## config.mk

```make
export PLATFORM = sky130hd
export DESIGN_NAME = jpeg_block_run_length_symbolizer_core
export DESIGN_NICKNAME = d
export VERILOG_FILES = /design/src/hdl/jbrs_pkg.sv /design/src/hdl/jpeg_block_run_length_symbolizer_core.sv /design/src/hdl/jbrs_front.sv /design/src/hdl/jbrs_queue.sv /design/src/hdl/jbrs_back.sv
export SDC_FILE = /design/constraint.sdc
export NUM_CORES = 1
export LEC_CHECK = 0
export BUFFER_PORTS_ARGS = -buffer_cell sky130_fd_sc_hd__buf_2
export CORE_MARGIN = 1
export CORE_UTILIZATION = 23
export DETAILED_ROUTE_END_ITERATION = 10
export PLACE_DENSITY = 0.44
export SLEW_MARGIN = 10
export SYNTH_ARGS = -nofsm -noshare
export SYNTH_HDL_FRONTEND = slang
export SYNTH_HIERARCHICAL = 1
export SYNTH_SLANG_ARGS = --single-unit
```

## constraint.sdc

```tcl
create_clock -name clock -period 5.4 [get_ports clock]
set_input_delay 1.08 -clock clock [delete_from_list [all_inputs] [get_ports clock]]
set_output_delay 1.08 -clock clock [all_outputs]
set_load 0.02 [all_outputs]
```

## src/hdl/jbrs_pkg.sv

```systemverilog
// Shared types, constants and helper functions for the JPEG run-length symbolizer.
package jbrs_pkg;

   // Field widths
   localparam int COEF_W     = 12;
   localparam int DIFF_W     = 13;
   localparam int AMP_W      = 12;
   localparam int SIZE_W     = 4;
   localparam int COMP_W     = 2;
   localparam int SYM_W      = 8;
   localparam int ZERO_RUN_W = 6;
   localparam int ZRL_CNT_W  = 2;

   // Default configuration
   localparam int BLOCK_COEFFS_DEFAULT = 64;
   localparam int QUEUE_DEPTH_DEFAULT  = 4;

   // Special AC symbols
   localparam logic [SYM_W-1:0] SYM_ZRL = 8'hF0;
   localparam logic [SYM_W-1:0] SYM_EOB = 8'h00;

   // One request: a single coefficient of the block
   typedef struct packed {
      logic signed [COEF_W-1:0] coefficient;
      logic signed [COEF_W-1:0] previous_dc;
      logic [COMP_W-1:0]        component;
   } req_type;

   // One result symbol
   typedef struct packed {
      logic [SYM_W-1:0]  symbol;
      logic              is_ac;
      logic [AMP_W-1:0]  amplitude_bits;
      logic [SIZE_W-1:0] amplitude_length;
      logic [COMP_W-1:0] component_out;
      logic              last_of_item;
      logic              block_end;
   } rsp_type;

   // Command from front to back: leading run-sixteen count plus the final symbol
   typedef struct packed {
      logic [ZRL_CNT_W-1:0] zrl_count;
      logic [SYM_W-1:0]     symbol;
      logic                 is_ac;
      logic [AMP_W-1:0]     amplitude_bits;
      logic [SIZE_W-1:0]    amplitude_length;
      logic [COMP_W-1:0]    component;
      logic                 block_end;
   } cmd_type;

   // Front-to-queue write port
   typedef struct packed {
      logic    push;
      cmd_type cmd;
   } push_type;

   // Bit length of a magnitude (size category)
   function automatic logic [SIZE_W-1:0] size_category(input logic [DIFF_W-1:0] mag);
      logic [SIZE_W-1:0] size;
      size = '0;
      for (int i = 0; i < DIFF_W; i++) begin
         if (mag[i]) size = SIZE_W'(i + 1);
      end
      return size;
   endfunction

   // Amplitude bits: value itself, or value - 1 in the low size bits when negative
   function automatic logic [AMP_W-1:0] amplitude(input logic [DIFF_W-1:0] value,
                                                   input logic [SIZE_W-1:0] size);
      logic [DIFF_W-1:0] adj;
      logic [AMP_W-1:0]  mask;
      adj  = value[DIFF_W-1] ? value - DIFF_W'(1) : value;
      mask = ~({AMP_W{1'b1}} << size);
      return adj[AMP_W-1:0] & mask;
   endfunction

endpackage

```

## src/hdl/jpeg_block_run_length_symbolizer_core.sv

```systemverilog
// JPEG block run-length symbolizer: takes one quantized coefficient per request, in block
// order with DC first, and returns JPEG baseline symbols (DC size, AC run/size, run sixteen,
// end of block) with their amplitude bits, ready for Huffman lookup. A request is taken
// every cycle while the command queue (QUEUE_DEPTH entries) has room; the front end
// classifies it in the same cycle; its command passes through the queue, then the output
// register. Zero AC coefficients before the end of a block give no result. A nonzero AC
// coefficient after a run of 16*k or more zeros gives k extra run-sixteen results (k up to
// 3), and the output side emits one result per cycle while not stalled, so such a request
// gives k + 1 results in turn; the queue absorbs these bursts while requests keep flowing.
// No clearing pass is needed after reset.
module jpeg_block_run_length_symbolizer_core #(
   parameter int BLOCK_COEFFS = jbrs_pkg::BLOCK_COEFFS_DEFAULT,
   parameter int QUEUE_DEPTH  = jbrs_pkg::QUEUE_DEPTH_DEFAULT
) (
   input  logic              clock,
   input  logic              reset,
   input  logic              req_valid,
   output logic              req_stall,
   input  jbrs_pkg::req_type req_payload,
   output logic              rsp_valid,
   input  logic              rsp_stall,
   output jbrs_pkg::rsp_type rsp_payload
);

   jbrs_pkg::push_type queue_wr;
   jbrs_pkg::cmd_type  head;
   logic               queue_full, head_valid, pop;

   // Request classification
   jbrs_front #(
      .BLOCK_COEFFS (BLOCK_COEFFS)
   ) u_front (
      .clock       (clock),
      .reset       (reset),
      .req_valid   (req_valid),
      .req_stall   (req_stall),
      .req_payload (req_payload),
      .queue_full  (queue_full),
      .queue_wr    (queue_wr)
   );

   // Command queue
   jbrs_queue #(
      .DEPTH (QUEUE_DEPTH)
   ) u_queue (
      .clock      (clock),
      .reset      (reset),
      .wr         (queue_wr),
      .full       (queue_full),
      .pop        (pop),
      .head_valid (head_valid),
      .head       (head)
   );

   // Symbol emission
   jbrs_back u_back (
      .clock       (clock),
      .reset       (reset),
      .head_valid  (head_valid),
      .head        (head),
      .pop         (pop),
      .rsp_valid   (rsp_valid),
      .rsp_stall   (rsp_stall),
      .rsp_payload (rsp_payload)
   );

endmodule

```

## src/hdl/jbrs_front.sv

```systemverilog
// Front end: accepts coefficients, tracks block position and zero run, builds commands.
module jbrs_front #(
   parameter int BLOCK_COEFFS = jbrs_pkg::BLOCK_COEFFS_DEFAULT
) (
   input  logic               clock,
   input  logic               reset,
   input  logic               req_valid,
   output logic               req_stall,
   input  jbrs_pkg::req_type  req_payload,
   input  logic               queue_full,
   output jbrs_pkg::push_type queue_wr
);

   localparam int POS_W = (BLOCK_COEFFS > 1) ? $clog2(BLOCK_COEFFS) : 1;
   localparam logic [POS_W-1:0] LAST_POS = POS_W'(BLOCK_COEFFS - 1);

   logic [POS_W-1:0]                position_ff, position_in;
   logic [jbrs_pkg::ZERO_RUN_W-1:0] zero_run_ff, zero_run_in;

   logic                            accept;
   logic                            is_dc, is_last, is_zero;
   logic [jbrs_pkg::DIFF_W-1:0]     coef_ext, prev_ext, diff, value, mag;
   logic [jbrs_pkg::SIZE_W-1:0]     size;
   logic [jbrs_pkg::AMP_W-1:0]      amp;

   assign req_stall = queue_full;
   assign accept    = req_valid && !queue_full;

   // Classify the coefficient
   assign is_dc   = (position_ff == '0);
   assign is_last = (position_ff == LAST_POS);
   assign is_zero = (req_payload.coefficient == '0);

   // Size category and amplitude of the DC difference or AC value
   assign coef_ext = {req_payload.coefficient[jbrs_pkg::COEF_W-1], req_payload.coefficient};
   assign prev_ext = {req_payload.previous_dc[jbrs_pkg::COEF_W-1], req_payload.previous_dc};
   assign diff     = coef_ext - prev_ext;
   assign value    = is_dc ? diff : coef_ext;
   assign mag      = value[jbrs_pkg::DIFF_W-1] ? (~value + jbrs_pkg::DIFF_W'(1)) : value;
   assign size     = jbrs_pkg::size_category(mag);
   assign amp      = jbrs_pkg::amplitude(value, size);

   // Command build
   always_comb begin
      queue_wr.push                 = 1'b0;
      queue_wr.cmd.zrl_count        = '0;
      queue_wr.cmd.symbol           = {{(jbrs_pkg::SYM_W - jbrs_pkg::SIZE_W){1'b0}}, size};
      queue_wr.cmd.is_ac            = 1'b0;
      queue_wr.cmd.amplitude_bits   = amp;
      queue_wr.cmd.amplitude_length = size;
      queue_wr.cmd.component        = req_payload.component;
      queue_wr.cmd.block_end        = is_last;
      if (is_dc) begin
         queue_wr.push = accept;
      end else if (is_zero) begin
         // zero AC: only the end-of-block symbol at the last position
         queue_wr.push                 = accept && is_last;
         queue_wr.cmd.symbol           = jbrs_pkg::SYM_EOB;
         queue_wr.cmd.is_ac            = 1'b1;
         queue_wr.cmd.amplitude_bits   = '0;
         queue_wr.cmd.amplitude_length = '0;
      end else begin
         queue_wr.push          = accept;
         queue_wr.cmd.zrl_count = zero_run_ff[jbrs_pkg::ZERO_RUN_W-1 -: jbrs_pkg::ZRL_CNT_W];
         queue_wr.cmd.symbol    = {zero_run_ff[3:0], size};
         queue_wr.cmd.is_ac     = 1'b1;
      end
   end

   // Position and zero run update
   always_comb begin
      position_in = position_ff;
      zero_run_in = zero_run_ff;
      if (accept) begin
         if (is_last) begin
            position_in = '0;
            zero_run_in = '0;
         end else begin
            position_in = position_ff + POS_W'(1);
            if (!is_dc && is_zero) zero_run_in = zero_run_ff + jbrs_pkg::ZERO_RUN_W'(1);
            else                   zero_run_in = '0;
         end
      end
   end

   always_ff @(posedge clock) begin
      if (reset) begin
         position_ff <= '0;
         zero_run_ff <= '0;
      end else begin
         position_ff <= position_in;
         zero_run_ff <= zero_run_in;
      end
   end

endmodule

```

## src/hdl/jbrs_queue.sv

```systemverilog
// Short command queue between the front end and the symbol emitter.
module jbrs_queue #(
   parameter int DEPTH = jbrs_pkg::QUEUE_DEPTH_DEFAULT
) (
   input  logic               clock,
   input  logic               reset,
   input  jbrs_pkg::push_type wr,
   output logic               full,
   input  logic               pop,
   output logic               head_valid,
   output jbrs_pkg::cmd_type  head
);

   localparam int PTR_W = (DEPTH > 1) ? $clog2(DEPTH) : 1;
   localparam int CNT_W = $clog2(DEPTH + 1);
   localparam logic [PTR_W-1:0] LAST_SLOT = PTR_W'(DEPTH - 1);

   jbrs_pkg::cmd_type entries_ff [DEPTH];
   logic [PTR_W-1:0]  wr_ptr_ff, wr_ptr_in;
   logic [PTR_W-1:0]  rd_ptr_ff, rd_ptr_in;
   logic [CNT_W-1:0]  count_ff, count_in;
   logic              do_pop;

   assign full       = (count_ff == CNT_W'(DEPTH));
   assign head_valid = (count_ff != '0);
   assign head       = entries_ff[rd_ptr_ff];
   assign do_pop     = pop && head_valid;

   // Pointer and fill count
   always_comb begin
      wr_ptr_in = wr_ptr_ff;
      rd_ptr_in = rd_ptr_ff;
      count_in  = count_ff;
      if (wr.push) wr_ptr_in = (wr_ptr_ff == LAST_SLOT) ? '0 : wr_ptr_ff + PTR_W'(1);
      if (do_pop)  rd_ptr_in = (rd_ptr_ff == LAST_SLOT) ? '0 : rd_ptr_ff + PTR_W'(1);
      if (wr.push && !do_pop)      count_in = count_ff + CNT_W'(1);
      else if (!wr.push && do_pop) count_in = count_ff - CNT_W'(1);
   end

   always_ff @(posedge clock) begin
      if (reset) begin
         wr_ptr_ff <= '0;
         rd_ptr_ff <= '0;
         count_ff  <= '0;
      end else begin
         wr_ptr_ff <= wr_ptr_in;
         rd_ptr_ff <= rd_ptr_in;
         count_ff  <= count_in;
      end
   end

   // Storage
   always_ff @(posedge clock) begin
      if (wr.push) entries_ff[wr_ptr_ff] <= wr.cmd;
   end

endmodule

```

## src/hdl/jbrs_back.sv

```systemverilog
// Back end: expands each command into run-sixteen symbols and its final symbol.
module jbrs_back (
   input  logic              clock,
   input  logic              reset,
   input  logic              head_valid,
   input  jbrs_pkg::cmd_type head,
   output logic              pop,
   output logic              rsp_valid,
   input  logic              rsp_stall,
   output jbrs_pkg::rsp_type rsp_payload
);

   logic [jbrs_pkg::ZRL_CNT_W-1:0] zrl_done_ff, zrl_done_in;
   logic                           rsp_valid_ff, rsp_valid_in;
   jbrs_pkg::rsp_type              rsp_payload_ff, rsp_payload_in;
   logic                           out_free, load, emit_zrl;

   assign out_free = !rsp_valid_ff || !rsp_stall;
   assign load     = out_free && head_valid;
   assign emit_zrl = (zrl_done_ff != head.zrl_count);
   assign pop      = load && !emit_zrl;

   assign rsp_valid   = rsp_valid_ff;
   assign rsp_payload = rsp_payload_ff;

   // Next result: a run-sixteen symbol while any are owed, then the final symbol
   always_comb begin
      rsp_payload_in.symbol           = head.symbol;
      rsp_payload_in.is_ac            = head.is_ac;
      rsp_payload_in.amplitude_bits   = head.amplitude_bits;
      rsp_payload_in.amplitude_length = head.amplitude_length;
      rsp_payload_in.component_out    = head.component;
      rsp_payload_in.last_of_item     = 1'b1;
      rsp_payload_in.block_end        = head.block_end;
      zrl_done_in                     = zrl_done_ff;
      if (emit_zrl) begin
         rsp_payload_in.symbol           = jbrs_pkg::SYM_ZRL;
         rsp_payload_in.is_ac            = 1'b1;
         rsp_payload_in.amplitude_bits   = '0;
         rsp_payload_in.amplitude_length = '0;
         rsp_payload_in.last_of_item     = 1'b0;
      end
      if (load) begin
         if (emit_zrl) zrl_done_in = zrl_done_ff + jbrs_pkg::ZRL_CNT_W'(1);
         else          zrl_done_in = '0;
      end
   end

   // Output register valid
   always_comb begin
      rsp_valid_in = rsp_valid_ff;
      if (load)          rsp_valid_in = 1'b1;
      else if (out_free) rsp_valid_in = 1'b0;
   end

   always_ff @(posedge clock) begin
      if (reset) begin
         rsp_valid_ff <= 1'b0;
         zrl_done_ff  <= '0;
      end else begin
         rsp_valid_ff <= rsp_valid_in;
         zrl_done_ff  <= zrl_done_in;
      end
   end

   always_ff @(posedge clock) begin
      if (load) rsp_payload_ff <= rsp_payload_in;
   end

endmodule

```

==> flow_summary.json <==
{
  "cts_resized": 0,
  "yosysMostFrequentCell": "edfxtp_1",
  "grt-ovfl-total": 0,
  "p_switching_uw": 1840,
  "drive_above_1_share_pct": 28.0,
  "synth_largest_area_cell": "edfxtp_1",
  "cp_cell_sequence": "inv_1, ha_1, or4b_4, nor2_8, inv_2, buf_4, nor2_1, a21oi_1, ha_1, inv_1, or2_2, o21ai_0, and3_1, nand2_1, mux2i_1, a31oi_4, o21ba_1, o31ai_1",
  "hold_viol": 0,
  "clockBufferDepth": 2,
  "p_clk_share_pct": 22.9,
  "slew_headroom_pct": 46.6,
  "synth_nets": 682,
  "nets": 755,
  "critPathCaptureType": "flop",
  "cts_tree": "built",
  "grt_start_max_net_pins": 31,
  "synthTopCellsByCount": "149 x edfxtp_1, 39 x nor2_1, 35 x nand2_1",
  "syn_area_per_cell_sq_um": 13.8,
  "switching_share_pct": 35.9,
  "drv_slew": 0,
  "die_area_sq_mm": 0.0384,
  "hold_path_depth": 2,
  "syn_area_sq_mm": 0.00864,
  "tightest_slew_ns": 0.799,
  "ys_ff_latch": 173,
  "final.min_clock_period_ns": 4.59,
  "cp_slowest_cell": "o31ai_1",
  "vdd_drop_max_uv": 152,
  "clkLatencyLatePin_ns": 0.43,
  "die_h_microns": 196,
  "worst_ep_required_time_ns": 5.57,
  "ys_seq_area_share_pct": 57.3,
  "gp_congestion": 0.756,
  "synth_top_area_share_pct": 51.8,
  "die_w_microns": 196,
  "maxCapViolations": 0,
  "ys_async_sr_fraction_pct": 0,
  "synth_edf_count": 149,
  "drt-total-wl_microns": 18500,
  "timing.fmax_ghz": 0.218,
  "coreArea_sq_mm": 0.0368,
  "p_leak_uw": 0.00352,
  "reg2regPathDepth": 18,
  "netlist-cell-type-count": 87,
  "p_total_uw": 5130,
  "setup_viol": 0,
  "drt-initial-drc-count": 252,
  "startpoint_type": "flop",
  "post_drt_wl_per_cell_microns": 15.6,
  "finalNonFillerCells": 1182,
  "diodes": 0,
  "p_int_uw": 3290,
  "critPathMaxFanout": 23,
  "yosysWarnings": 6,
  "grt_use_total_pct": 10.1,
  "dr.pass1.iters": 6,
  "numClockSinks": 173,
  "powerDensity_mw_per_mm2": 510,
  "hpwlAfterDp_microns": 12600,
  "viasPerCell": 4.39,
  "fin_setup_tns_ns": 0,
  "synth.area.top_cells": "edfxtp_1 52%, mux4_2 7.8%, dfxtp_1 5.6%",
  "clk_pin_slew_ns": 0.07,
  "port_buffers": 60,
  "status": "completed",
  "antenna_found_initial": 1,
  "cts_root_buf": "clkbuf_16",
  "slowest_delay_ns": 0.45,
  "num_vias": 5184,
  "cts-buffers-inserted": 17,
  "hp-class": "reg -> reg",
  "fillers": 3824,
  "syn2layout_area_growth_pct": 16.4,
  "drc": 0,
  "htree_num_levels": 4,
  "seqPwrFrac_pct": 39.5,
  "start_util_pct": 23.5,
  "grt_pass1_wl_microns": 29700,
  "syn_inst": 628,
  "period_share_pct": 85.0,
  "combinationalPowerShare_pct": 37.6,
  "cts_hold_buffers": 0,
  "grt_pass1_vias": 5141,
  "synth_flop_cell": "edfxtp_1",
  "num_rows": 70,
  "cts_setup_buffers": 0,
  "fin_skew_ns": 0.0115,
  "final_antenna_net_count": 0,
  "place_inst": 1150,
  "worstSetupPathType": "reg -> reg",
  "ios": 61,
  "grt_setup_unrepaired": "no",
  "worstPathArrival_ns": 4.76
}
per-stage QoR:
stage	instance area, sq um	hold WS (ns)	setup slack (ns)	utilization (%)
floorplan	8640	0.454	0.920	-
global placement	9490	0.465	0.507	25.8
detailed placement	9490	0.481	0.411	25.8
CTS	10100	0.492	0.787	27.4
global route	10100	0.516	0.370	27.4
finish	10100	0.492	0.813	27.4
cell type report:
cell class | count | area, sq um | share of cell area, %
flip-flops and latches | 173 | 4960 | 49.3
multi-input cells | 399 | 3390 | 33.7
well taps | 468 | 586 | 5.82
repair buffers | 80 | 450 | 4.48
clock buffers | 17 | 425 | 4.23
clock inverters | 15 | 145 | 1.44
inverters | 30 | 113 | 1.12
final timing paths:
path                               start                  endpoint  slack, ns
setup / recovery  u_front/position_ff[0]  u_queue/entries_ff[1][9]       0.81
hold / removal      u_queue/rd_ptr_ff[0]                      flop       0.49
setup reg to reg  u_front/position_ff[0]  u_queue/entries_ff[1][9]       0.81
hold reg to reg     u_queue/rd_ptr_ff[0]                      flop       0.49
cells by family after synthesis:
| family | synth area share, % |
|---|---|
| simple gates | 12.3 |
| flops | 57.3 |
| compound gates | 10.3 |
| buf+inv | 3.50 |
| mux | 9.48 |
| xor+xnor | 3.42 |
| fa+ha+maj | 3.65 |
sequential cells by signal, summed over array words and instances (netlist names), named ones only:
name	count
u_queue/entries_ff	120
u_back/rsp_valid	1
u_queue/count_ff	3
u_back/zrl_done_ff	2
u_front/position_ff	6
u_queue/wr_ptr_ff	2
u_front/zero_run_ff	6
u_queue/rd_ptr_ff	2
u_back/rsp_payload	29
routing by layer:
| layer | GRT usage, % | share of wire, % | vias to the layer above |
|---|---|---|---|
| li1 | - | - | 2540 |
| met3 | 2.06 | 3.1 | 14 |
| met4 | 3.39 | 1.1 | 2 |
| met1 | 14.0 | 51 | 2548 |
| met5 | 0 | 0.059 | - |
| met2 | 15.6 | 45 | 80 |
power groups by stage:
stage / registers [uW] / logic, uW / clock network (uW)
after floorplan: 2180 / 1310 / 0
after global placement: 2070 / 1960 / 0
after detailed placement: 2070 / 1960 / 0
after CTS: 2040 / 1960 / 1220
after global routing: 2060 / 2130 / 1280
final: 2030 / 1930 / 1170
worst max-delay path: cells and delay by family, from the launching register on:
kind | cells | cell delay [ns]
adders and majority gates | 2 | 0.54
DFF | 1 | 0.40
muxes | 1 | 0.17
AOI/OAI and AO/OA | 5 | 1.53
buffers and inverters | 4 | 0.50
and+or+nand+nor | 6 | 1.17
layout by cell type, fill, tap and decap left out, types with 4 or more instances in the layout:
cell       instances
edfxtp_1         149
buf_2             60
nor2_1            39
nand2_1           35
mux4_2            30
inv_1             29
a21oi_1           27
dfxtp_1           23
ha_1              22
buf_4             20
o21ai_0           19
clkbuf_16         17
and2_4            17
xor2_1            16
xnor2_1           14
and2_1            13
mux2i_1           11
nand2b_1           9
a31oi_1            9
nand3_1            9
nor3_1             7
or3_1              7
or3_2              6
nand4_1            6
inv_6              5
inv_8              5
a211oi_1           5
nand3b_1           4
a211o_1            4
and3_1             4
(Power assumes the default switching activity.)
